==> src/rtl/pa_pkg.sv <==
// shared types, constants and fixed-point helpers of the polynomial atan2 core
package pa_pkg;

	localparam int QBITS = 30;
	localparam int VW    = 34;

	typedef logic signed [VW-1:0] val_t;

	typedef struct packed {
		logic zero;
		logic swap;
		logic eq;
		logic xneg;
		logic yneg;
	} ctrl_t;

	localparam val_t C_A1      = val_t'(64'sd1073717407);
	localparam val_t C_A3      = val_t'(-64'sd357151731);
	localparam val_t C_A5      = val_t'(64'sd207815708);
	localparam val_t C_A7      = val_t'(-64'sd125018842);
	localparam val_t C_A9      = val_t'(64'sd56536072);
	localparam val_t C_A11     = val_t'(-64'sd12585543);
	localparam val_t HALF_PI_Q = val_t'(64'sd1686629713);
	localparam val_t PI_Q      = val_t'(64'sd3373259426);
	localparam val_t ONE_Q     = val_t'(64'sd1073741824);

	// q1.30 product, rounded to nearest with ties up
	function automatic val_t mulq(input val_t a, input val_t b);
		logic signed [2*VW-1:0] p;
		p = a * b + (2*VW)'(64'sd536870912);
		return val_t'(p >>> QBITS);
	endfunction

	// horner coefficient added in multiply stage j
	function automatic val_t coef_sel(input int j);
		case (j)
			1: return C_A9;
			2: return C_A7;
			3: return C_A5;
			4: return C_A3;
			5: return C_A1;
			default: return '0;
		endcase
	endfunction

endpackage

==> src/rtl/pa_mac_cell.sv <==
// one polynomial cell: coef + a*b in q1.30, registered
module pa_mac_cell (
	input  logic          clk,
	input  logic          arst_n,
	input  logic          en,
	input  logic          valid_in,
	input  pa_pkg::ctrl_t ctrl_in,
	input  pa_pkg::val_t  r_in,
	input  pa_pkg::val_t  s_in,
	input  pa_pkg::val_t  a_in,
	input  pa_pkg::val_t  b_in,
	input  pa_pkg::val_t  coef,
	output logic          valid_s1,
	output pa_pkg::ctrl_t ctrl_s1,
	output pa_pkg::val_t  r_s1,
	output pa_pkg::val_t  s_s1,
	output pa_pkg::val_t  res_s1
);
	import pa_pkg::*;

	always_ff @(posedge clk or negedge arst_n) begin
		if (!arst_n) begin
			valid_s1 <= 1'b0;
		end else if (en) begin
			valid_s1 <= valid_in;
		end
	end

	// multiply-add step of the horner chain
	always_ff @(posedge clk) begin
		if (en) begin
			ctrl_s1 <= ctrl_in;
			r_s1    <= r_in;
			s_s1    <= s_in;
			res_s1  <= val_t'(coef + mulq(a_in, b_in));
		end
	end

endmodule

==> config.mk <==
export PLATFORM = sky130hd
export DESIGN_NAME = pa_mac_cell
export DESIGN_NICKNAME = d
export VERILOG_FILES = /design/src/rtl/pa_pkg.sv /design/src/rtl/pa_mac_cell.sv
export SDC_FILE = /design/constraint.sdc
export NUM_CORES = 2
export LEC_CHECK = 0
export BUFFER_PORTS_ARGS = -buffer_cell sky130_fd_sc_hd__buf_2
export CORE_MARGIN = 8
export CORE_UTILIZATION = 40
export CTS_CLUSTER_DIAMETER = 200
export CTS_CLUSTER_SIZE = 16
export DETAILED_ROUTE_END_ITERATION = 10
export PLACE_DENSITY = 0.68
export SYNTH_ARGS = -nofsm -noshare
export SYNTH_HDL_FRONTEND = slang
export SYNTH_SLANG_ARGS = --single-unit
==> constraint.sdc <==
create_clock -name clk -period 0.8 [get_ports clk]
set_clock_uncertainty 0.05 [all_clocks]
set_input_delay 0.16 -clock clk [delete_from_list [all_inputs] [get_ports clk]]
set_output_delay 0.16 -clock clk [all_outputs]
set_load 0.005 [all_outputs]
After elaboration in Yosys (flattened, before gate mapping)
Index checks and enable logic that the tools add are counted.

Flip-flop bits (word level): 108. Bits of input ports: 179. Output and inout port bits: 108. Word-level logic and storage cells: 12.

Add/sub/neg operators: 2. $mul: 1.

Operator list (number): $add A64 B31 Y64 const B (1); $mul A34 B34 Y64 (1); $add A34 B34 Y34 (1).

Logic depth before layout (Yosys ltp)
Depth in word-level cells: 3. Gate-level depth with buffers: 41.

Worst setup path before layout
No wires, ideal clock.

Kind: input-to-reg. Start: input port b_in[4]. End: register res_s1[28] (data pin). Library setup time: 259 ps. Arrival time: 8925 ps. Required time: 491 ps. Path slack: -8434 ps. Stages: 40. Buffers on the path: 2. Cells stage by stage: clkbuf_1 > clkbuf_1 > nand2_1 > fa_1 > fa_1 > inv_1 > fa_1 > inv_1 > fa_1 > inv_1 > fa_1 > inv_1 > fa_1 > inv_1 > fa_1 > inv_1 > fa_1 > inv_1 > [... 4 more ...] > o21ai_0 > a221oi_1 > o41ai_1 > a221o_1 > xor2_1 > inv_1 > fa_1 > nor2b_1 > o21a_1 > o21a_1 > o41a_1 > a21oi_1 > o21ai_0 > a211oi_1 > o221ai_1 > a21o_1 > a21oi_1 > xnor2_1.

Cells in the longest elaborated chain, start to end: 3.

RTL lines: start: declaration (RTL line pa_mac_cell.sv:11) `input pa_pkg::val_t b_in,`; $mul A34 B34 Y64 (RTL line pa_pkg.sv:30) `p = a * b + (2*VW)'(64'sd536870912);`; $add A64 B31 Y64 (RTL line pa_pkg.sv:30); $add A34 B34 Y34 (RTL line pa_mac_cell.sv:35) `res_s1 <= val_t'(coef + mulq(a_in, b_in));`; end signal: assignment (RTL line pa_mac_cell.sv:35); end: declaration (RTL line pa_mac_cell.sv:17) `output pa_pkg::val_t res_s1`.

Every way passes these cells. A chain may end at the register's enable or synchronous reset.

Final worst setup path
Start: input port a_in[9]. End: register res_s1[28] (data pin).

Cells in the longest elaborated chain, start to end: 3.

RTL lines: start: declaration (RTL line pa_mac_cell.sv:10) `input pa_pkg::val_t a_in,`; $mul A34 B34 Y64 (RTL line pa_pkg.sv:30); $add A64 B31 Y64 (RTL line pa_pkg.sv:30); $add A34 B34 Y34 (RTL line pa_mac_cell.sv:35).

Every way passes these cells.

==> flow_results.xml <==
<?xml version="1.0" encoding="UTF-8"?>
<metrics>
  <group name="global_route">
    <metric name="grt_max_degree" unit="">43</metric>
    <metric name="global_route_usage_over_all_layers" unit="">0.212</metric>
    <metric name="grt_overflow" unit="">0</metric>
    <metric name="via_count_of_the_first_global_routing_pass" unit="">37317</metric>
    <metric name="number_of_antenna_violations_at_the_first_check_in_global_routing" unit="">8</metric>
    <metric name="global_route_wire_length_before_repair" unit="um">201000</metric>
  </group>
  <group name="floorplanning">
    <metric name="start_util" unit="">0.402</metric>
    <metric name="die_h" unit="um">346</metric>
    <metric name="fp.dieW" unit="um">346</metric>
    <metric name="boundaryPins" unit="">287</metric>
    <metric name="total_die_area" unit="mm2">0.120</metric>
    <metric name="area_of_the_core" unit="mm2">0.109</metric>
    <metric name="placementRows" unit="">121</metric>
  </group>
  <group name="synth">
    <metric name="synth.net_count" unit="">6078</metric>
    <metric name="synth-main-ff-cell" unit="">sky130_fd_sc_hd__edfxtp_1</metric>
    <metric name="synth_cells" unit="">4480</metric>
    <metric name="yosysWarnings" unit="">0</metric>
    <metric name="synth_seq_cells" unit="">108</metric>
    <metric name="ys_types" unit="">54</metric>
    <metric name="ys_seq_area_frac" unit="">0.0743</metric>
    <metric name="syn_avg_cell_area" unit="um2">9.73</metric>
    <metric name="synth_largest_type_area_fraction" unit="">0.548</metric>
    <metric name="post_synth_main_area_contributors" unit="">sky130_fd_sc_hd__fa_1 55%, sky130_fd_sc_hd__inv_1 10%, sky130_fd_sc_hd__and2_1 7.5%</metric>
    <metric name="synthDominantAreaCellType" unit="">sky130_fd_sc_hd__fa_1</metric>
    <metric name="synth_async_sr_flop_share" unit="">0.00926</metric>
    <metric name="synthesis.area" unit="mm2">0.0436</metric>
    <metric name="synth_edf_count" unit="">107</metric>
  </group>
  <group name="routing">
    <metric name="ant_nets" unit="">0</metric>
    <metric name="detail_route.first_pass.iterations" unit="">6</metric>
    <metric name="iter_0_drt_violations" unit="">1984</metric>
    <metric name="drt_wl_total" unit="um">126000</metric>
    <metric name="routed_via_density" unit="">4.95</metric>
    <metric name="via_count" unit="">32691</metric>
    <metric name="detail_route.wl_per_cell" unit="um">19.0</metric>
    <metric name="route.detailed.drc" unit="">0</metric>
  </group>
  <group name="worst_setup_path">
    <metric name="worst_setup_path_start_kind" unit="">primary input</metric>
    <metric name="arrival" unit="ns">9.07</metric>
    <metric name="worst_path_most_repeated_cell" unit="">sky130_fd_sc_hd__fa_1</metric>
    <metric name="critPathRequiredTime" unit="ns">0.86</metric>
    <metric name="critPathCaptureType" unit="">flip-flop</metric>
    <metric name="crit_slowest_cell" unit="">sky130_fd_sc_hd__fa_1</metric>
    <metric name="timing.reg2reg.worst_path_depth" unit="">1</metric>
    <metric name="slowest_delay" unit="ns">0.57</metric>
    <metric name="critPathMaxFanout" unit="">6</metric>
    <metric name="regToRegEndpoint" unit="">valid_s1</metric>
    <metric name="reg2reg_from" unit="">valid_s1</metric>
    <metric name="worst-setup-path-type" unit="">in2reg</metric>
    <metric name="r2r_slack" unit="ns">-0.01</metric>
  </group>
  <group name="placed_design">
    <metric name="dpl_worst_slack" unit="ns">-8.84</metric>
    <metric name="buffer_ports.inserted" unit="">286</metric>
    <metric name="detailedPlacementHpwl" unit="um">107000</metric>
    <metric name="routabilityCongestion" unit="">0.917</metric>
  </group>
  <group name="hold_path">
    <metric name="hold_path.startpoint" unit="">valid_in</metric>
    <metric name="holdPathEnd" unit="">valid_s1</metric>
    <metric name="hold-path-cell-count" unit="">2</metric>
    <metric name="timing.hold.worst.class" unit="">in2reg</metric>
  </group>
  <group name="timing">
    <metric name="report.final.setup_viol" unit="">143</metric>
    <metric name="drv_slew" unit="">0</metric>
    <metric name="max_slew_margin" unit="">0.644</metric>
    <metric name="fin_hold_ws" unit="ns">-0.00106</metric>
    <metric name="final_critical_path_setup_slack" unit="ns">-8.21</metric>
    <metric name="setup_repair_after_global_routing_missed_its_margin" unit="">true</metric>
    <metric name="max_freq" unit="GHz">0.111</metric>
    <metric name="final_min_period_over_clock_period" unit="">11.3</metric>
    <metric name="timing.final.hold_violations" unit="">1</metric>
    <metric name="timing.final.crit_period" unit="ns">9.01</metric>
    <metric name="worst_slew_pin_tran" unit="ns">0.535</metric>
  </group>
  <group name="cts">
    <metric name="cts.htree.levels" unit="">3</metric>
    <metric name="worstSkewPairLatency" unit="ns">0.35</metric>
    <metric name="cts-buffers-inserted" unit="">9</metric>
    <metric name="cts.clk_slew.worst_paths" unit="ns">0.07</metric>
    <metric name="cts_tree" unit="">done</metric>
    <metric name="ctsLongestPathBuffers" unit="">2</metric>
    <metric name="cts-root-buf" unit="">sky130_fd_sc_hd__clkbuf_16</metric>
    <metric name="clock-sinks" unit="">108</metric>
    <metric name="cts_hold_buffers" unit="">74</metric>
  </group>
  <group name="cells_and_area">
    <metric name="num-nets-final" unit="">6778</metric>
    <metric name="layout_common_cells" unit="">1,188 x sky130_fd_sc_hd__fa_1, 1,148 x sky130_fd_sc_hd__inv_1, 621 x sky130_fd_sc_hd__nand2_1, 508 x sky130_fd_sc_hd__and2_1, 506 x sky130_fd_sc_hd__buf_4</metric>
    <metric name="area_growth_syn_to_layout" unit="%">20.6</metric>
    <metric name="post_route_cells_drive_above_1_share" unit="">0.192</metric>
    <metric name="fillerInstances" unit="">9838</metric>
    <metric name="final_common_cell" unit="">sky130_fd_sc_hd__fa_1</metric>
  </group>
  <group name="job">
    <metric name="maxCapViolCount" unit="">0</metric>
  </group>
  <group name="status">
    <metric name="violated_checks" unit="">negative hold slack, negative setup slack</metric>
    <metric name="outcome" unit="">complete, but fails checks</metric>
  </group>
</metrics>
==> layout make-up <==
| type | count | area (um2) | area share |
|---|---|---|---|
| Tap cell | 1414 | 1770 | 0.0336 |
| Sequential cell | 108 | 3240 | 0.0616 |
| Multi-Input combinational cell | 2992 | 35900 | 0.684 |
| Antenna cell | 6 | 15.0 | 0.000286 |
| Clock inverter | 7 | 61.3 | 0.00117 |
| Inverter | 1162 | 4360 | 0.0830 |
| Timing Repair Buffer | 907 | 6970 | 0.133 |
| Clock buffer | 9 | 225 | 0.00428 |
==> cells in the mapped netlist, drive strengths merged (29+ instances only) <==
library cell	instances
a21o	40
and2	520
inv	1161
xnor2	72
ha	226
a21oi	62
fa	1193
nand2	631
nor2	45
o21ai	29
clkbuf	216
edfxtp	107
==> stage by stage <==
| step | setup TNS [ns] | utilization | instances | hold WS, ns | instance area (um2) |
|---|---|---|---|---|---|
| after floorplan | -242.92 | - | 4480 | -0.186 | 44000 |
| after global placement | -291.66 | 0.464 | 6467 | -0.114 | 50300 |
| after detailed placement | -294.78 | 0.464 | 6467 | -0.114 | 50300 |
| after CTS | -287.19 | 0.481 | 6587 | -0.0199 | 52200 |
| after global routing | -304.98 | 0.484 | 6601 | -0.0182 | 52600 |
| final | -289.19 | 0.484 | 6605 | -0.00106 | 52600 |
==> timing repair <==
item | 4_1_cts | 5_1_grt
setup buffers | 29 | 11
hold endpoints to repair | 75 | 1
resized for setup | 148 | 51
cloned | 2 | 1
setup endpoints to repair | 142 | 143
pin swaps | 80 | 48
==> critical path, delay by kind of cell <==
kind	cells	cell delay (ns)
simple gates	4	0.89
buf+inv	11	1.14
fa+ha+maj	10	4.35
xor+xnor	2	0.22
compound gates	13	2.28
==> how the worst max path moves through the flow <==
stage	from	to	slack [ns]	cells after the start
after global routing	b_in[1]	res_s1[33]	-8.63	41
after CTS	a_in[10]	res_s1[28]	-8.08	41
after floorplan	b_in[6]	res_s1[28]	-7.87	40
after detailed placement	b_in[12]	res_s1[32]	-8.84	35
final	a_in[9]	res_s1[28]	-8.21	40
after global placement	b_in[12]	res_s1[33]	-8.82	40
==> routing by layer <==
| metal | global-route usage | share of wire |
|---|---|---|
| met5 | 0 | 0.00021 |
| met4 | 0.0942 | 0.055 |
| met3 | 0.0268 | 0.051 |
| met2 | 0.396 | 0.54 |
| met1 | 0.242 | 0.36 |
==> cells by family (layout without fill, tap and decap cells) <==
family	after synthesis	count (layout)	synth area share
and+or+nand+nor	1276	1276	0.144
other	0	6	0
buffers and inverters	1380	2085	0.119
xor gates and xnor gates	94	94	0.0189
adders and majority gates	1419	1419	0.613
muxes	1	1	0.000258
DFF	108	108	0.0743
AOI/OAI and AO/OA	202	202	0.0310
==> sequential cells by signal, indices dropped and copies added, names as in the netlist <==
signal / cells
r_s1: 34
res_s1: 34
s_s1: 34
ctrl_s1: 5
valid_s1: 1
Power is left out: the tool's default activity adds up to more than one toggle a clock period on the data nets, which glitch-free logic cannot reach.
