$ cat src/rtl/pa_pkg.sv
// shared types, constants and fixed-point helpers of the polynomial atan2 core
package pa_pkg;

	localparam int QBITS = 30;
	localparam int VW    = 34;

	typedef logic signed [VW-1:0] val_t;

	typedef struct packed {
		logic zero;
		logic swap;
		logic eq;
		logic xneg;
		logic yneg;
	} ctrl_t;

	localparam val_t C_A1      = val_t'(64'sd1073717407);
	localparam val_t C_A3      = val_t'(-64'sd357151731);
	localparam val_t C_A5      = val_t'(64'sd207815708);
	localparam val_t C_A7      = val_t'(-64'sd125018842);
	localparam val_t C_A9      = val_t'(64'sd56536072);
	localparam val_t C_A11     = val_t'(-64'sd12585543);
	localparam val_t HALF_PI_Q = val_t'(64'sd1686629713);
	localparam val_t PI_Q      = val_t'(64'sd3373259426);
	localparam val_t ONE_Q     = val_t'(64'sd1073741824);

	// q1.30 product, rounded to nearest with ties up
	function automatic val_t mulq(input val_t a, input val_t b);
		logic signed [2*VW-1:0] p;
		p = a * b + (2*VW)'(64'sd536870912);
		return val_t'(p >>> QBITS);
	endfunction

	// horner coefficient added in multiply stage j
	function automatic val_t coef_sel(input int j);
		case (j)
			1: return C_A9;
			2: return C_A7;
			3: return C_A5;
			4: return C_A3;
			5: return C_A1;
			default: return '0;
		endcase
	endfunction

endpackage

$ cat src/rtl/pa_div_cell.sv
// one restoring-division cell: produces one quotient bit per stage
module pa_div_cell #(
	parameter int MW = 32
) (
	input  logic            clk,
	input  logic            arst_n,
	input  logic            en,
	input  logic            valid_in,
	input  pa_pkg::ctrl_t   ctrl_in,
	input  logic [MW-1:0]   rem_in,
	input  logic [MW-1:0]   large_in,
	input  logic [30:0]     q_in,
	output logic            valid_s1,
	output pa_pkg::ctrl_t   ctrl_s1,
	output logic [MW-1:0]   rem_s1,
	output logic [MW-1:0]   large_s1,
	output logic [30:0]     q_s1
);
	import pa_pkg::*;

	logic [MW:0] rem2;
	logic [MW:0] diff;
	logic        take;

	// compare doubled remainder against divisor
	always_comb begin
		rem2 = {rem_in, 1'b0};
		diff = rem2 - {1'b0, large_in};
		take = rem2 >= {1'b0, large_in};
	end

	always_ff @(posedge clk or negedge arst_n) begin
		if (!arst_n) begin
			valid_s1 <= 1'b0;
		end else if (en) begin
			valid_s1 <= valid_in;
		end
	end

	always_ff @(posedge clk) begin
		if (en) begin
			ctrl_s1  <= ctrl_in;
			large_s1 <= large_in;
			rem_s1   <= take ? diff[MW-1:0] : rem2[MW-1:0];
			q_s1     <= {q_in[29:0], take};
		end
	end

endmodule

$ cat config.mk
export PLATFORM = sky130hd
export DESIGN_NAME = pa_div_cell
export DESIGN_NICKNAME = d
export VERILOG_FILES = /design/src/rtl/pa_pkg.sv /design/src/rtl/pa_div_cell.sv
export SDC_FILE = /design/constraint.sdc
export NUM_CORES = 1
export LEC_CHECK = 0
export BUFFER_PORTS_ARGS = -buffer_cell sky130_fd_sc_hd__buf_2
export CORE_ASPECT_RATIO = 1.1
export CORE_MARGIN = 10
export CORE_UTILIZATION = 55
export CTS_BUF_LIST = sky130_fd_sc_hd__clkbuf_8
export DETAILED_ROUTE_END_ITERATION = 7
export GPL_TIMING_DRIVEN = 0
export PLACE_DENSITY = 0.95
export SKIP_LAST_GASP = 1
export SLEW_MARGIN = 10
export SYNTH_ARGS = -nofsm -noshare
export SYNTH_HDL_FRONTEND = slang
export SYNTH_SLANG_ARGS = --single-unit
$ cat constraint.sdc
create_clock -name clk -period 1.7 [get_ports clk]
set_input_delay 0.34 -clock clk [delete_from_list [all_inputs] [get_ports clk]]
set_output_delay 0.34 -clock clk [all_outputs]
set_load 0.05 [all_outputs]
Yosys cells after proc, flatten, opt, wreduce, memory -nomap -nowiden
Cells that the tools add are included.

Bits in registers: 101. Input port bits: 104. Output and inout port bits: 101. Word-level logic and storage cells: 13.

$add $sub $neg: 1. $lt $le $gt $ge: 1. Muxes and demuxes: 1.

Operator list (number): $ge 33x32->1 (1); $mux 32 (1); $sub 32x32->32 (1).

Longest topological paths before layout
Gate-level depths: netlist (run 1).

Depth after elaboration: 2. Depth in mapped cells: 14. Gate-level depth less buffers: 11.

Worst setup path before layout (run 1)
No wires, ideal clock.

Path type: input-to-reg. Start point: input large_in[10]. End point: register rem_s1[10] (data pin). Setup time: 0.260 ns. Data arrival time: 2.786 ns. Required time: 1.440 ns. Slack: -1.346 ns. Stages: 13. Buffers on the path: 2. Path through: inv_1 -> ha_1 -> a211oi_2 -> nor2_1 -> or4b_4 -> o2111ai_2 -> a21oi_2 -> o21ai_4 -> and3_4 -> buf_12 -> inv_8 -> buf_12 -> mux2_4.

Longest elaborated chain between the ends: 2. Elaborated cells between the ends (all ways): 3. Classes of those cells: add/sub (1); order compare (1); mux (1).

RTL lines: start: declaration (line pa_div_cell.sv:11) `input logic [MW-1:0] large_in,`; $sub 32x32->32 / $ge 33x32->1 (equally long branches) (line pa_div_cell.sv:28, pa_div_cell.sv:29); $mux 32 * (line pa_div_cell.sv:44) `rem_s1 <= take ? diff[MW-1:0] : rem2[MW-1:0];`; end signal: assignment (line pa_div_cell.sv:44); end: declaration (line pa_div_cell.sv:15) `output logic [MW-1:0] rem_s1,`.

Mark *: on every way between the ends. The rest lies on a longest branch, timed or not. A chain may end at the register's enable or synchronous reset.

Final worst setup path (run 1)
Start point: input large_in[10]. End point: register rem_s1[26] (data pin).

Longest elaborated chain between the ends: 2. Elaborated cells between the ends (all ways): 3. Classes of those cells: add/sub (1); order compare (1); mux (1).

RTL lines: $ge 33x32->1 (line pa_div_cell.sv:29) `take = rem2 >= {1'b0, large_in};`; named net take (line pa_div_cell.sv:23) `logic take;`; $mux 32 (line pa_div_cell.sv:44).

The timed path passes the listed nets, and every way through them passes these cells.

==> results of run 1 <==
## how the worst max path moves through the flow
| stage | start | to | slack [ns] | depth (start not counted) |
|---|---|---|---|---|
| 5_1_grt | large_in[10] | rem_s1[15] | -1.10 | 13 |
| 3_3_place_gp | rem_in[9] | rem_s1[14] | -1.50 | 13 |
| 2_1_floorplan | rem_in[9] | rem_s1[10] | -1.17 | 12 |
| 6_report | large_in[10] | rem_s1[26] | -1.06 | 13 |
| 3_5_place_dp | large_in[10] | rem_s1[14] | -1.54 | 14 |
| 4_1_cts | large_in[10] | rem_s1[26] | -1.11 | 14 |
## stage by stage
stage / area, µm² / worst slack, ns / power, W
3_5_place_dp: 6780 / -1.54 / 0.00569
3_3_place_gp: 6750 / -1.50 / 0.00561
6_report: 7420 / -1.06 / 0.00769
2_1_floorplan: 5590 / -1.17 / 0.00502
5_1_grt: 7420 / -1.10 / 0.00795
4_1_cts: 7330 / -1.11 / 0.00761
## timing repair
item,in CTS,in global routing
endpoints found under the hold margin,1,0
resized for setup,21,14
buffers inserted,22,8
gates cloned,2,0
setup endpoints to repair,33,33
hold buffers,1,0
pin swaps,11,16
## power by group through the flow
stage | clock network, W | logic [W] | registers [W]
after floorplan | 0 | 0.000918 | 0.00411
after global placement | 0 | 0.00244 | 0.00317
after detailed placement | 0 | 0.00251 | 0.00318
after CTS | 0.00181 | 0.00267 | 0.00312
after global routing | 0.00192 | 0.00288 | 0.00315
final | 0.00182 | 0.00274 | 0.00312
## final cells by class
class | count | area share
Clock buffer | 9 | 0.0167
Multi-Input combinational cell | 272 | 0.323
Sequential cell | 101 | 0.408
Clock inverter | 6 | 0.0150
Buffer | 12 | 0.0159
Tap cell | 120 | 0.0202
Timing Repair Buffer | 232 | 0.180
Inverter | 36 | 0.0207
## sequential cells by signal, indices dropped and copies added (netlist names)
| name | count |
|---|---|
| large_s1 | 32 |
| ctrl_s1 | 5 |
| rem_s1 | 32 |
| valid_s1 | 1 |
| q_s1 | 31 |
## cells by family (layout without fill, tap and decap cells)
kind of cell | after synthesis | count (layout) | share of synthesized area
AOI/OAI and AO/OA | 102 | 102 | 0.129
xor gates and xnor gates | 25 | 25 | 0.0401
adders and majority gates | 33 | 33 | 0.0770
buffers and inverters | 49 | 295 | 0.0440
DFF | 101 | 101 | 0.555
muxes | 30 | 30 | 0.0745
and+or+nand+nor | 82 | 82 | 0.0805
## placed cells by master, fill, tap and decap left out, drive strengths merged, types with 6 or more instances in the layout
cell and instances:
o31ai 6, xor2 11, nor2 18, inv 38
a21o 15, ha 32, nand2 15, a21oi 24
nand3 6, o21a 7, clkbuf 18, edfxtp 100
nand4 12, buf 234, o21ai 20, mux2 28
xnor2 14
## routing by layer
metal / routed length (µm) / part of all wire
met4: 607 / 0.035
met1: 5840 / 0.33
met5: 0 / 0
met3: 1770 / 0.10
met2: 9320 / 0.53
## worst max-delay path: stages
cell       delay (ns)
buf_8            0.10
inv_4            0.04
ha_4             0.19
a211oi_4         0.27
nor2_2           0.09
or4b_4           0.53
o2111ai_4        0.26
a21oi_4          0.11
o21ai_4          0.14
and3_4           0.29
inv_16           0.07
buf_12           0.14
mux2_4           0.30
==> key figures, run 1 <==
Outcome
  – Status: complete, but fails checks
  – Failing checks: negative setup slack

Floorplan
  – Initial Util: 0.557
  – Core area: ~0.0098 mm²
  – Row cnt: 38
  – Die width: 115 µm
  – Die area: between 0.01 and 0.015 mm²
  – Die height: ~120 µm
  – Boundary Pins: 205

Logic synthesis
  – Area leader, netlist: edfxtp_1
  – Share of the synthesized area in the top cell type: 0.550
  – YS warnings: 0
  – Synth Cell Area: 0.00546 mm²
  – Cells after Synth: between 400 and 500
  – Synthesized flop and latch total: 101
  – Post-synth top flop: edfxtp_1
  – Synth Area per Inst: about 13 µm²
  – Sequential fraction of the synthesis area: 0.555
  – Largest cells by area after synthesis: edfxtp_1 55%, ha_1 7.3%, mux2_4 5.2%, inv_1 2.4%, xnor2_1 2.2%
  – Netlist cell types: 57
  – Number of synthesized flops with an enable pin: 100
  – Synth top cells by count: 100 x edfxtp_1, 35 x inv_1, 32 x ha_1, 23 x a21oi_1, 19 x mux2_4
  – Async set-reset flop share out of synthesis: 0.00990
  – Syn Nets: 559
  – Count leader, synth: edfxtp_1

Route
  – Iter 0 DRT Violations: 363
  – DR pass1 iterations: 4
  – Vias: 4612
  – Vias per inst: roughly 5.9
  – Routed len/inst: 22.3 µm
  – Drt drc: 0
  – Detailed Route WL: 17.5 mm
  – Post-route ant nets: 0

Setup path
  – R2r setup slk: between 0.9 and 1 ns
  – Worst Path Max Fanout: 6
  – Reg-to-Reg Start: valid_s1
  – Worst Path Class, Setup: in -> reg
  – Crit path DAT: between 2 and 3 ns
  – CP Launch Type: input port
  – CP Capture Type: register
  – Reg-to-Reg End: valid_s1
  – Worst Reg-to-Reg Cells: 1
  – CP Data Required Time: 1.81 ns

Clock network
  – H-tree depth: 3
  – Worst-path clk slew: 0.09 ns
  – CTS tree: done
  – CTS Buffer Depth: 2
  – Skew-Pair Late Insertion Delay: around 0.36 ns
  – Clk sink count: 101
  – CTS root buf: clkbuf_8
  – Num CTS Buffers: 9

Pwr
  – Static Leak: 3.35 nW
  – Clk pwr share: 0.237
  – Maximum vdd drop: 0.575 mV
  – Cell area power density: 1040 mW/mm²
  – Sw Share: 0.354
  – P_int: between 0.004 and 0.005 W
  – Net Sw Power: 0.00272 W
  – Combinational share of power: 0.357
  – Sequential power share: 0.406

Place
  – Port-buffer cells: 203
  – GP Congestion: 0.875
  – Detailed placer's ending HPWL: 12.7 mm
  – Cells after DPL: 746

STA
  – RSZ-0062 raised after global routing: yes
  – Setup TNS: -32.74 ns
  – Slew Viols, Final: 0
  – Max Fclk: 362 MHz
  – Fin crit share: 1.62
  – Hold WS: approximately 0.14 ns
  – Setup-failing EPs final: 33
  – Minimum clock period: 2.76 ns
  – Worst slew margin: 0.499
  – Setup ws final: -1.06 ns
  – Least-Margin Pin Slew: 0.746 ns
  – Final clock skew: 0 ns
  – Final Hold Fails: 0

Layout
  – Reg area: 0.00303 mm²
  – # fillers: 569
  – Final core occ: 0.757
  – Post-Layout Cell Count: 788
  – ANT cells: 0
  – Multi-input logic area: ~0.0024 mm²
  – Ratio of cells with drive above 1 in the final layout: 0.479
  – Fin nets: around 800
  – Area Overhead vs Synth: 35.9%

Global route
  – Met1 Use GR: 0.249
  – Met2 Use GR: 0.434
  – Initial antenna violation count: 0
  – Total track usage: 0.236
  – GRT met3 Usage: 0.0621
  – Global route hottest layer: met2
  – Vias in the first global route: 4732
  – First-pass GRT wire length: 26.6 mm
  – Largest net degree at the start of global routing: 70
  – Remaining global-route overflow: 0

Min path
  – Hold Crit Class: in -> reg
  – Hold path start: q_in[0]
  – WHS Path Cells: 1
  – Hold worst-path end: q_s1[1]

Flow run
  – Max_cap viols: 0
Note: power is estimated with default switching activity, not from simulation.
==> run 2, diff against run 1 <==
- BUFFER_PORTS_ARGS: -buffer_cell sky130_fd_sc_hd__buf_2 -> -buffer_cell sky130_fd_sc_hd__clkbuf_2
- MAX_ROUTING_LAYER: unset -> met4
==> run 2 against run 1 <==
Effect of this change: the flow still finishes with violations (negative setup slack); clock power is 14% lower; power down 2.4%; wire length shrank 1.4%; critical endpoint unchanged.
==> key figures, run 2 (synthesis gave the netlist of run 1 again) <==
Global route
  – Met2 Use GR: 0.408
  – Initial antenna violation count: 0
  – GRT met3 Usage: 0.0501
  – Total track usage: 0.232
  – Remaining global-route overflow: 0
  – Largest net degree at the start of global routing: between 60 and 70
  – Vias in the first global route: 4727
  – Global route hottest layer: met2
  – Met1 Use GR: 0.244
  – First-pass GRT wire length: 25.7 mm

Route
  – Vias per inst: 5.76
  – DR pass1 iterations: 5
  – Routed len/inst: 21.6 µm
  – Drt drc: 0
  – Vias: 4605
  – Detailed Route WL: 17.3 mm
  – Post-route ant nets: 0
  – Iter 0 DRT Violations: 362

STA
  – Minimum clock period: 2.74 ns
  – Setup-failing EPs final: 33
  – Setup TNS: -32.31 ns
  – Setup ws final: -1.04 ns
  – RSZ-0062 raised after global routing: yes
  – Worst slew margin: 0.613
  – Least-Margin Pin Slew: a little under 0.6 ns
  – Max Fclk: between 300 and 400 MHz
  – Final clock skew: 0 ns
  – Fin crit share: 1.61
  – Slew Viols, Final: 0
  – Final Hold Fails: 0

Outcome
  – Status: complete, but fails checks
  – Failing checks: negative setup slack

Pwr
  – Static Leak: between 3 and 4 nW
  – Cell area power density: 1000 mW/mm²
  – Maximum vdd drop: 0.462 mV
  – Total chip power: between 0.007 and 0.008 W

Setup path
  – CP Data Required Time: between 1.5 and 2 ns
  – CP Capture Type: register
  – Worst setup startpoint: rem_in[13]
  – Worst Path Class, Setup: in -> reg
  – CP Launch Type: input port
  – Crit path DAT: ~2.9 ns
  – Reg-to-Reg Start: valid_s1
  – Worst Path Max Fanout: 7

Place
  – Worst slack, placed: -1.58 ns
  – Port-buffer cells: 203
  – Detailed placer's ending HPWL: 12.4 mm
  – GP Congestion: 0.881

Clock network
  – CTS tree: done
  – Clk sink count: 101
  – Worst-path clk slew: 0.10 ns
  – H-tree depth: 3
  – Skew-Pair Late Insertion Delay: 0.37 ns
  – Num CTS Buffers: 9
  – CTS root buf: clkbuf_8
  – CTS Buffer Depth: 2

Layout
  – ANT cells: 0
  – Regs by FF count: large_s1 (32), rem_s1 (32), q_s1 (31)
  – # fillers: 581
  – Final core occ: 0.765
  – Most frequent cells in the layout: 202 x clkbuf_2, 100 x edfxtp_1, 34 x buf_4, 32 x inv_1, 25 x ha_1
  – Ratio of cells with drive above 1 in the final layout: 0.492
  – Area Overhead vs Synth: 37.3%
  – Fin nets: 811
  – Commonest non-fill, non-tap cell in the layout: clkbuf_2

Floorplan
  – Row cnt: 38
  – Boundary Pins: 205
  – Initial Util: 0.557
  – Die area: 0.0143 mm²
  – Core area: 0.00979 mm²
  – Die height: 124 µm
  – Die width: between 100 and 150 µm

Min path
  – Hold path start: q_in[0]
  – Hold Crit Class: in -> reg

Flow run
  – Max_cap viols: 0
-- run 2: changes by cell type in the layout (fill, tap and decap cells not counted), moves of 2 or more --
cell and change:
buf_2 -199, clkbuf_4 +3, mux2_4 +2, bufinv_16 -2, buf_4 +9, clkbuf_2 +197
mux2_2 -2, inv_2 +2
-- run 2: final timing paths --
check	slack, ns	depth (start not counted)	endpoint
max	-1.04	11	rem_s1[26]
max reg2reg	0.91	1	valid_s1
max in group asynchronous	1.32	2	valid_s1
min in group asynchronous	0.29	2	valid_s1
min reg2reg	0.57	1	valid_s1
min	0.13	1	q_s1[1]
-- run 2: power breakdown --
group,switching [W],internal [W]
clock network,0.000877,0.000692
registers,0.0000785,0.00306
logic,0.00182,0.000980
-- run 2: critical path, stage by stage --
cell,delay (ns)
clkbuf_2,0.11
ha_4,0.28
a211oi_4,0.30
or4b_4,0.52
o2111ai_4,0.25
a21oi_4,0.11
o21ai_4,0.14
and3_4,0.29
inv_16,0.07
buf_12,0.14
mux2_4,0.30
-- run 2: routing by layer --
metal / up-vias / wire (µm) / part of all wire
li1: 2092 / - / -
met1: 2179 / 6020 / 0.35
met2: 280 / 8960 / 0.52
met3: 54 / 1560 / 0.090
met4: 0 / 745 / 0.043
met5: - / 0 / 0
-- run 2: metrics by stage --
| step | area, µm² | std cells | hold slack [ns] |
|---|---|---|---|
| CTS | 7260 | 783 | 0.127 |
| global placement | 6750 | 745 | 0.117 |
| floorplan | 5590 | 422 | 0.0444 |
| finish | 7490 | 799 | 0.132 |
| detailed placement | 6780 | 746 | 0.117 |
| global route | 7490 | 799 | 0.117 |
-- run 2: cell type report --
type | count | area (µm²) | share of cell area
buffer | 12 | 123 | 0.0164
clock buffer | 9 | 124 | 0.0165
clock inverter | 7 | 75.1 | 0.0100
inverter | 36 | 154 | 0.0205
multi-input combinational | 272 | 2430 | 0.324
sequential | 101 | 3030 | 0.404
tap | 120 | 150 | 0.0200
timing repair buffer | 242 | 1410 | 0.188
-- run 2: what timing repair did --
| item | 4_1_cts | 5_1_grt |
|---|---|---|
| endpoints found under the hold margin | 1 | 0 |
| gates cloned | 2 | 0 |
| pin swaps | 10 | 20 |
| resized for setup | 17 | 31 |
| buffers inserted | 19 | 18 |
| hold buffers | 1 | 0 |
| endpoints found under the setup margin | 33 | 33 |
